### config.mk
export PLATFORM = sky130hd
export DESIGN_NAME = gsnm_search
export DESIGN_NICKNAME = d
export VERILOG_FILES = /design/src/hw/rtl/gsnm_pkg.sv /design/src/hw/rtl/gsnm_search.sv
export SDC_FILE = /design/constraint.sdc
export NUM_CORES = 1
export LEC_CHECK = 0
export BUFFER_PORTS_ARGS = -buffer_cell sky130_fd_sc_hd__buf_2
export CAP_MARGIN = 10
export CORE_MARGIN = 5
export CORE_UTILIZATION = 53
export CTS_BUF_LIST = sky130_fd_sc_hd__clkbuf_8
export CTS_CLUSTER_DIAMETER = 50
export DETAILED_ROUTE_END_ITERATION = 10
export MAX_ROUTING_LAYER = met4
export PLACE_DENSITY = 0.86
export SYNTH_ARGS = -nofsm -noshare
export SYNTH_HDL_FRONTEND = slang
export SYNTH_SLANG_ARGS = --single-unit
export TNS_END_PERCENT = 20
### constraint.sdc
create_clock -name clk_i -period 3.9 [get_ports clk_i]
set_input_delay 0.195 -clock clk_i [delete_from_list [all_inputs] [get_ports clk_i]]
set_output_delay 0.195 -clock clk_i [all_outputs]
set_load 0.005 [all_outputs]
### src/hw/rtl/gsnm_pkg.sv
package gsnm_pkg;

  // Operation codes carried in the func field.
  localparam logic [1:0] FUNC_LOAD   = 2'd0;
  localparam logic [1:0] FUNC_SAMPLE = 2'd1;
  localparam logic [1:0] FUNC_REPORT = 2'd2;

  // Configuration register indexes.
  localparam int unsigned CFG_IDX_W = 8;
  localparam logic [CFG_IDX_W-1:0] CFG_QUERY_WEIGHT = 8'd0;
  localparam logic [CFG_IDX_W-1:0] CFG_TOLERANCE    = 8'd1;

  // Field widths fixed by the interface.
  localparam int unsigned FUNC_W   = 2;
  localparam int unsigned BIN_W    = 10;
  localparam int unsigned INT_W    = 16;
  localparam int unsigned WEIGHT_W = 16;
  localparam int unsigned ENTRY_W  = 16;
  localparam int unsigned SUM_W    = 26;
  localparam logic [SUM_W-1:0] SUM_MAX = {SUM_W{1'b1}};

  // Input beat.
  typedef struct packed {
    logic [FUNC_W-1:0]   func;
    logic [BIN_W-1:0]    bin_index;
    logic [INT_W-1:0]    intensity;
    logic [WEIGHT_W-1:0] ref_weight;
    logic                last_sample;
  } in_t;

  // Result beat.
  typedef struct packed {
    logic               match_found;
    logic [ENTRY_W-1:0] best_entry;
    logic [SUM_W-1:0]   best_score;
  } out_t;

  // Decoded item handed from the read stage to the search stage.
  typedef struct packed {
    logic [FUNC_W-1:0] func;
    logic              in_range;
    logic              last;
    logic              gate_ok;
  } step_t;

endpackage

### src/hw/rtl/gsnm_search.sv
module gsnm_search #(
  parameter int unsigned SAMPLE_BITS = 16,
  parameter int unsigned MAX_REFS    = 65536
) (
  input  logic                   clk_i,
  input  logic                   rst_ni,
  input  logic                   go_i,
  input  gsnm_pkg::step_t        step_i,
  input  logic [SAMPLE_BITS-1:0] sample_i,
  input  logic [SAMPLE_BITS-1:0] qbin_i,
  output logic                   res_vld_o,
  output gsnm_pkg::out_t         res_o
);

  localparam int unsigned CW = $clog2(MAX_REFS + 1);
  localparam int unsigned SW = gsnm_pkg::SUM_W;

  logic [SW-1:0] run_q, run_d;
  logic [SW-1:0] best_q, best_d;
  logic [CW-1:0] cnt_q, cnt_d;
  logic [CW-1:0] idx_q, idx_d;
  logic          found_q, found_d;

  logic [SAMPLE_BITS-1:0] diff;
  logic [SW:0]            sum_ext;
  logic [SW-1:0]          sum_sat;
  logic [SW-1:0]          acc;
  logic                   cnt_below;
  logic [31:0]            idx_ext;

  // Absolute difference and saturating accumulate.
  always_comb begin
    diff      = (qbin_i > sample_i) ? (qbin_i - sample_i) : (sample_i - qbin_i);
    sum_ext   = {1'b0, run_q} + (SW + 1)'(diff);
    sum_sat   = sum_ext[SW] ? gsnm_pkg::SUM_MAX : sum_ext[SW-1:0];
    acc       = step_i.in_range ? sum_sat : run_q;
    cnt_below = cnt_q < CW'(MAX_REFS);
  end

  // Search state update.
  always_comb begin
    run_d     = run_q;
    best_d    = best_q;
    cnt_d     = cnt_q;
    idx_d     = idx_q;
    found_d   = found_q;
    res_vld_o = 1'b0;
    if (go_i) begin
      case (step_i.func)
        gsnm_pkg::FUNC_SAMPLE: begin
          if (step_i.last) begin
            run_d = '0;
            if (cnt_below) begin
              if (step_i.gate_ok && (!found_q || acc < best_q)) begin
                best_d  = acc;
                idx_d   = cnt_q;
                found_d = 1'b1;
              end
              cnt_d = cnt_q + 1'b1;
            end
          end else begin
            run_d = acc;
          end
        end
        gsnm_pkg::FUNC_REPORT: begin
          res_vld_o = 1'b1;
          run_d     = '0;
          best_d    = '0;
          cnt_d     = '0;
          idx_d     = '0;
          found_d   = 1'b0;
        end
        default: begin
        end
      endcase
    end
  end

  // Report fields read as zero when nothing passed the gate.
  always_comb begin
    idx_ext           = 32'(idx_q);
    res_o.match_found = found_q;
    res_o.best_entry  = found_q ? idx_ext[gsnm_pkg::ENTRY_W-1:0] : '0;
    res_o.best_score  = found_q ? best_q : '0;
  end

  always_ff @(posedge clk_i or negedge rst_ni) begin
    if (!rst_ni) begin
      run_q   <= '0;
      best_q  <= '0;
      cnt_q   <= '0;
      idx_q   <= '0;
      found_q <= 1'b0;
    end else begin
      run_q   <= run_d;
      best_q  <= best_d;
      cnt_q   <= cnt_d;
      idx_q   <= idx_d;
      found_q <= found_d;
    end
  end

endmodule
# Word-level counts from Yosys, hierarchy flattened

Cells that the tools add are included.
Widths: inputs -> output; s select.

Register bits: 86
Bits of input ports: 40
Output and inout bits: 44
Logic and storage cells: 48

Add/subtract/negate cells: 4
Magnitude comparators: 3
Eq/ne operators: 5
Mux-type cells: 24
Reduce and logical (&&, ||, !) cells: 7

Operators with widths:

| cell                  | count |
|---|---|
| $mux 26               | 7 |
| $pmux 26 s2           | 2 |
| $mux 16               | 5 |
| $mux 17               | 2 |
| $pmux 17 s2           | 1 |
| $pmux 16 s2           | 1 |
| $sub 16x16->16        | 2 |
| $add 26x16->27        | 1 |
| $lt 26x26->1          | 1 |
| $add 17x1->17 const B | 1 |
| $lt 17x17->1 const B  | 1 |
| $gt 16x16->1          | 1 |
| $ne 2x2->1 const B    | 3 |
| $mux 1                | 5 |
| $reduce_and 5->1      | 1 |
| $reduce_and 4->1      | 1 |
| $eq 2x1->1 const B    | 1 |
| $eq 2x2->1 const B    | 1 |
| $pmux 1 s2            | 1 |
| $reduce_and 2->1      | 1 |
| $reduce_bool 2->1     | 1 |
| $logic_and 1x1->1     | 1 |
| $logic_not 1->1       | 1 |
| $logic_or 1x1->1      | 1 |

# Depth between registers and ports, before layout

Gate-level depths: netlist (run 1).

Word-level depth: 12
Gate-level depth with buffers: 32
Gate-level depth less buffers: 27

# Worst setup path after synthesis (run 1)

No wires, ideal clock.

Kind: input-to-reg
Start point: input port qbin_i[0]
End point: register best_q[13]
Library setup time: 0.121 ns
Arrival: 5.867 ns
Data required time: 3.779 ns
Slack: -2.088 ns
Stages on the path: 30
Path buffers: 3
Path through: inv_1 -> ha_1 -> inv_1 -> fa_1 -> a21o_1 -> a221oi_2 -> a21oi_1 -> a22oi_2 -> mux2_2 -> o31ai_1 -> xor2_1 -> ha_1 -> a21oi_2 -> o21ai_1 -> nor4_1 -> a21oi_1 -> and3_1 -> clkbuf_1 -> a211oi_1 -> inv_1 -> ha_1 -> nand4_1 -> or3_1 -> a211oi_1 -> o2111a_1 -> o21ai_1 -> and3_1 -> buf_2 -> buf_2 -> a22o_1

Word-level cells in the longest chain between the ends: 10
Elaborated cells on any way between the ends: 16
Classes of those cells: add/sub (3); order compare (2); eq/ne (1); mux (7); reduce/logical (3)

Ends and longest elaborated chain:

| what                                                  | RTL line          | text |
|---|---|---|
| from (decl)                                           | gsnm_search.sv:10 | `input logic [SAMPLE_BITS-1:0] qbin_i,` |
| $sub 16x16->16 / $gt 16x16->1 (equally long branches) | gsnm_search.sv:33 | `diff = (qbin_i > sample_i) ? (qbin_i - sample_i) : (sample_i - qbin_i);` |
| $mux 16 (*)                                           | gsnm_search.sv:33 |  |
| $add 26x16->27 (*)                                    | gsnm_search.sv:34 | `sum_ext = {1'b0, run_q} + (SW + 1)'(diff);` |
| $mux 26 (*)                                           | gsnm_search.sv:35 | `sum_sat = sum_ext[SW] ? gsnm_pkg::SUM_MAX : sum_ext[SW-1:0];` |
| $mux 26 (*)                                           | gsnm_search.sv:36 | `acc = step_i.in_range ? sum_sat : run_q;` |
| $lt 26x26->1                                          | gsnm_search.sv:54 | `if (step_i.gate_ok && (!found_q \|\| acc < best_q)) begin` |
| $logic_or 1x1->1                                      | gsnm_search.sv:54 |  |
| $logic_and 1x1->1                                     | gsnm_search.sv:54 |  |
| $ne 2x2->1 (no source line)                           | -                 |  |
| $reduce_and 5->1 (no source line)                     | -                 |  |
| to (signal assigned)                                  | gsnm_search.sv:96 | `best_q <= best_d;` |
| to (decl)                                             | gsnm_search.sv:19 | `logic [SW-1:0] best_q, best_d;` |

Mark *: on every way between the ends. The rest lies on a longest branch, timed or not. The select of a mux whose other input is x is not followed.
A chain may end at the register's enable or synchronous reset.

# Worst setup path in the final report (run 1)

Start point: input port sample_i[15]
End point: register idx_q[5]

Word-level cells in the longest chain between the ends: 10
Elaborated cells on any way between the ends: 12
Classes of those cells: add/sub (3); order compare (2); eq/ne (1); mux (3); reduce/logical (3)

Ends and longest elaborated chain:

| what                                                  | RTL line          | text |
|---|---|---|
| from (decl)                                           | gsnm_search.sv:9  | `input logic [SAMPLE_BITS-1:0] sample_i,` |
| $sub 16x16->16 / $gt 16x16->1 (equally long branches) | gsnm_search.sv:33 |  |
| $mux 16 (*)                                           | gsnm_search.sv:33 |  |
| $add 26x16->27 (*)                                    | gsnm_search.sv:34 |  |
| $mux 26 (*)                                           | gsnm_search.sv:35 |  |
| $mux 26 (*)                                           | gsnm_search.sv:36 |  |
| $lt 26x26->1 (*)                                      | gsnm_search.sv:54 |  |
| $logic_or 1x1->1 (*)                                  | gsnm_search.sv:54 |  |
| $logic_and 1x1->1 (*)                                 | gsnm_search.sv:54 |  |
| $ne 2x2->1 (no source line) (*)                       | -                 |  |
| $reduce_and 5->1 (no source line) (*)                 | -                 |  |
| to (signal assigned)                                  | gsnm_search.sv:98 | `idx_q <= idx_d;` |
| to (decl)                                             | gsnm_search.sv:21 | `logic [CW-1:0] idx_q, idx_d;` |

Mark *: on every way between the ends. The rest lies on a longest branch, timed or not.

==> flow_summary.ini, run 1 <==
[synth]
synth_top_area_share_pct = 29.70
yosys_warnings = 0
postSynth.asyncResetShare_pct = 100.0
synthTopCellsByArea = dfrtp_1, ha_1, a22o_1, inv_1, and2_1
synthesis.instances = 852
synth_edf_count = 0
synth_area_leader_cell = dfrtp_1
ys.flop_type = dfrtp_1
syn-num-nets = 970
synth_cell_types = 60
syn_area_per_cell_um2 = 8.504
synthesis.area_um2 = 7246
synth_seq_area_share_pct = 29.70
synth-seq-cells = 86

[timing]
hold_ws_ns = 0.01697
max_slew_margin_pct = 23.95
worst_pin_slew_ns = 1.141
drv_slew = 0
hold_viol = 0
skew_ns = 0.02202
fin_tns_setup_ns = -133.80
timing.final.ws_setup_ns = -2.817
setup_viol = 69
min_period_ns = 6.717
period_share_pct = 172.2
fmax_mhz = 148.9
rsz0062_at_grt = true

[critical_path]
critical_path_class = in -> reg
crit_top_cell = buf_4
cp_num_buf_inv = 9
critPathRequiredTime_ns = 4.17
start_kind = primary input
slowest_delay_ns = 0.48
endpoint_kind = register
cp_top_family = compound AO/OA/AOI/OAI gates
crit_arrival_ns = 6.99
critPathMaxFanout = 5
critPathSlowestCell = nor4_2

[place]
hpwlAfterDp_mm = 15.70
pre_cts_slack_ns = -2.476
portBuffers = 83
gp_congestion = 0.9329
dp_cells = 1255

[drt]
drtPass1Iterations = 11
route.detailed.drc = 1
drt_iter0_drc = 1837
wl_per_cell_um = 25.63
routed_via_density = 7.079
via_count = 9259
ant_nets = 0
finalWirelength_mm = 33.52

[floorplanning]
row_count = 42
dieArea_um2 = 16110
die_x_um = 126.9
ioPinCount = 84
core_um2 = 13350
start_util_pct = 54.28
die_h_um = 126.9

[cells_and_area]
nets = 1244
final_cells = 1308
area_delta_synth_final_pct = 42.44
final_layout_size_suffix_gt1_share_pct = 37.84

[power_and_ir_drop]
peakVddDrop_uv = 329.4
powerDensity_nw_per_um2 = 509.4
p_leak_nw = 5.334
power.total_mw = 5.257

[clocking]
tritoncts = built
cts_buffers = 9
clk_pin_slew_worst_paths_ns = 0.10
clock_latency_ns = 0.40
cts_root_buf = clkbuf_8
cts_buffer_depth = 2
cts.sinks = 86
cts-htree-levels = 3
hold_buffers = 0

[global_route]
grt_pass1_wl_mm = 43.73
antenna_found_initial = 1
grt_pass1_vias = 8595
grt-ovfl-total = 0
grtUsageTotal_pct = 34.66
grt_max_degree = 87

[flow_run]
cap_violations = 0

[status]
status = complete, but fails checks
violations = DRC, setup timing

[hold_path]
hold_class = in -> async
-- placed cells by master (no fill, tap or decap), drive strengths merged, types with 6 or more instances in the layout --
cell type / count
buf: 304
inv: 96
dfrtp: 86
ha: 75
a21oi: 55
nor2: 53
and2: 48
nand2: 47
o21ai: 46
a22o: 41
a21o: 25
xor2: 23
and3: 18
nand4: 17
nand3: 15
xnor2: 13
nor3: 11
a211oi: 11
o2bb2ai: 10
o211ai: 9
clkbuf: 9
nor2b: 8
mux2i: 8
a31oi: 8
o21a: 7
or3: 6
a211o: 6
o22ai: 6
mux2: 6
-- path summary, 6_finish.rpt --
path	startpoint	endpoint	slack, ns	cells past startpoint
max	sample_i[15]	idx_q[5]$_DFFE_PN0P_	-2.82	29
min	rst_ni	cnt_q[9]$_DFFE_PN0P_	0.02	1
max reg2reg	run_q[0]$_DFFE_PN0P_	idx_q[5]$_DFFE_PN0P_	-1.25	20
min reg2reg	idx_q[8]$_DFFE_PN0P_	idx_q[8]$_DFFE_PN0P_	0.51	1
max in group asynchronous	rst_ni	run_q[16]$_DFFE_PN0P_	3.16	1
min in group clk_i	step_i[1]	run_q[15]$_DFFE_PN0P_	0.24	4
-- synth_stat cells, types with 18 or more instances --
cell type / n
inv_1: 91
dfrtp_1: 86
ha_1: 75
a21oi_1: 53
nor2_1: 53
and2_1: 48
nand2_1: 47
o21ai_0: 43
a22o_1: 41
a21o_1: 25
clkbuf_1: 23
xor2_1: 23
and3_1: 18
-- area by class of cell --
| type | instances | area [µm²] |
|---|---|---|
| fill | 701 | 3027 |
| inverter | 91 | 356.6 |
| timing repair buffer | 305 | 2272 |
| sequential | 86 | 2152 |
| clock buffer | 9 | 123.9 |
| clock inverter | 7 | 62.56 |
| tap | 176 | 220.2 |
| multi-input combinational | 633 | 5131 |
| antenna | 1 | 2.502 |
-- registers in the layout (all words and copies together) (netlist names) --
register	cells
best_q	26
idx_q	16
found_q	1
cnt_q	17
run_q	26
-- report_power, final --
part | switching (mW) | total (mW) | internal (mW)
Combinational | 1.81 | 3.36 | 1.55
Clock | 0.395 | 0.642 | 0.246
Sequential | 0.193 | 1.26 | 1.06
-- stage by stage --
stage,area (µm²),util (%)
2_1_floorplan,7358,-
3_3_place_gp,9163,68.64
3_5_place_dp,9163,68.64
4_1_cts,10000,74.93
5_1_grt,10320,77.32
6_report,10320,77.32
-- routing by layer --
metal	vias to the layer above	GRT usage (%)	part of all wire, %
li1	3591	-	-
met1	4188	39.49	32
met2	1027	55.32	43
met3	453	8.365	13
met4	0	20.82	11
met5	-	-	0
-- what timing repair did --
item,CTS,global route
gates cloned,5,0
gates resized for setup,93,54
pin swaps,27,36
setup endpoints to repair,69,69
setup buffers,18,14
-- kinds of logic after synthesis --
| logic type | Yosys count | synth area share [%] |
|---|---|---|
| AOI/OAI and AO/OA | 256 | 24.73 |
| and+or+nand+nor | 248 | 17.91 |
| buffers and inverters | 134 | 7.494 |
| DFF | 86 | 29.70 |
| adders and majority gates | 78 | 13.78 |
| xor gates and xnor gates | 36 | 4.352 |
| muxes | 14 | 2.038 |
(Power assumes the default switching activity.)
==> run 2, diff against run 1 <==
BUFFER_PORTS_ARGS = default   (was -buffer_cell sky130_fd_sc_hd__buf_2)
DONT_BUFFER_PORTS = 1   (was default)
PLACE_DENSITY = 0.81   (was 0.86)
==> flow_summary.ini, run 2 (synthesis results as in run 1) <==
[power_and_ir_drop]
peakVddDrop_uv = 487.3
p_leak_nw = 4.847
powerDensity_nw_per_um2 = 514.5

[critical_path]
critPathSlowestCell = mux2_2
start_kind = primary input
critical_path_class = in -> reg
critPathRequiredTime_ns = 4.15
crit_arrival_ns = 6.23
endpoint_kind = register
critPathMaxFanout = 7
r2r_slack_ns = -0.83
slowest_delay_ns = 0.38

[cells_and_area]
final_common_cell = buf_4
area_delta_synth_final_pct = 36.92
nets = 1133
final_layout_size_suffix_gt1_share_pct = 32.78
final.fill_count = 774
most-common-layout-cells = buf_4, dfrtp_1, inv_1, ha_1, nor2_1
seqCellArea_um2 = 2152
reg.largest.list = best_q: 26 flops, run_q: 26 flops, cnt_q: 17 flops
final_cells = 1195
fin_area_um2 = 9921
multi_input_area_um2 = 5271
diodes = 0

[drt]
wl_per_cell_um = 22.76
drtPass1Iterations = 8
ant_nets = 0
drt_iter0_drc = 1386
finalWirelength_mm = 27.20
routed_via_density = 6.803
via_count = 8129
route.detailed.drc = 0

[clocking]
tritoncts = built
cts_buffer_depth = 2
clk_pin_slew_worst_paths_ns = 0.09
cts.sinks = 86
cts_root_buf = clkbuf_8
cts-htree-levels = 3
clock_latency_ns = 0.38
cts_buffers = 9

[timing]
worst_pin_slew_ns = 1.114
period_share_pct = 153.3
fmax_mhz = 167.3
drv_slew = 0
skew_ns = 0.02272
hold_ws_ns = 0.03610
hold_viol = 0
setup_viol = 69
min_period_ns = 5.978
max_slew_margin_pct = 25.31
rsz0062_at_grt = true
timing.final.ws_setup_ns = -2.078

[floorplanning]
start_util_pct = 54.28
dieArea_um2 = 16110
core_um2 = 13350
die_h_um = 126.9
die_x_um = 126.9
ioPinCount = 84
row_count = 42

[global_route]
grt_max_degree = 87
antenna_found_initial = 0
grtUsageTotal_pct = 28.98
grt_pass1_vias = 7696
grt-ovfl-total = 0
grt_pass1_wl_mm = 37.42

[place]
portBuffers = 0
dp_cells = 1140
dpl_cell_area_um2 = 8534
gp_congestion = 0.9020
hpwlAfterDp_mm = 14.75

[flow_run]
cap_violations = 0

[status]
violations = setup timing
status = complete, but fails checks

[hold_path]
hold_class = in -> reg
-- run 2: cell types whose count changed in the layout (fill, tap and decap cells not counted), sizes merged, moves of 2 or more --
| cell | before | now |
|---|---|---|
| inv | 96 | 92 |
| bufinv | 0 | 2 |
| dlygate4sd3 | 0 | 2 |
| buf | 304 | 192 |
-- run 2: power by group --
part	switching (mW)	internal [mW]	leakage, nW
combinational	1.63	1.51	3.60
clock	0.359	0.363	0.106
sequential	0.182	1.06	1.14
total	2.17	2.93	4.85
-- run 2: final cells by class --
class | instances | share of cell area [%]
repair buffers | 195 | 17.00
clock inverters | 6 | 0.9459
flip-flops and latches | 86 | 21.69
clock buffers | 9 | 1.249
multi-input cells | 632 | 53.13
inverters | 91 | 3.758
well taps | 176 | 2.220
-- run 2: routing by layer --
metal / GRT usage [%] / share of wire, % / up-vias
li1: - / - / 3373
met1: 34.23 / 36 / 3806
met2: 47.35 / 47 / 720
met3: 5.927 / 11 / 230
met4: 13.94 / 6.8 / 0
met5: - / 0 / -
-- run 2: per-stage QoR --
stage	setup TNS (ns)	utilization, %	power [mW]	setup slack [ns]
after detailed placement	-104.68	63.94	3.399	-2.222
final	-94.86	74.33	5.104	-2.078
after CTS	-63.82	71.23	4.531	-1.520
after floorplan	-80.53	-	2.590	-1.868
after global routing	-103.59	74.33	5.302	-2.232
after global placement	-98.64	63.94	3.330	-2.140
-- run 2: worst paths after layout --
kind / start / endpoint / cells after the start
max in group asynchronous: rst_ni / run_q[21]$_DFFE_PN0P_ / 2
worst max register to register: run_q[0]$_DFFE_PN0P_ / best_q[19]$_DFFE_PN0P_ / 20
min in group asynchronous: rst_ni / idx_q[7]$_DFFE_PN0P_ / 2
worst max-delay path: qbin_i[0] / best_q[19]$_DFFE_PN0P_ / 32
worst min-delay path: step_i[2] / run_q[15]$_DFFE_PN0P_ / 2
worst min register to register: idx_q[13]$_DFFE_PN0P_ / idx_q[13]$_DFFE_PN0P_ / 1
-- run 2: critical path: cells and delay by family --
family          cells  cell delay [ns]
xor+xnor            1             0.15
buf+inv            10             1.27
mux                 1             0.38
compound gates     14             2.90
simple gates        2             0.36
fa+ha+maj           4             0.94
-- run 2: timing repair --
action / in CTS / in global routing
setup endpoints to repair: 58 / 69
cloned: 4 / 1
endpoints found under the hold margin: 87 / 0
hold buffers: 3 / 0
setup buffers: 26 / 7
gates resized for setup: 96 / 75
pin swaps: 50 / 39
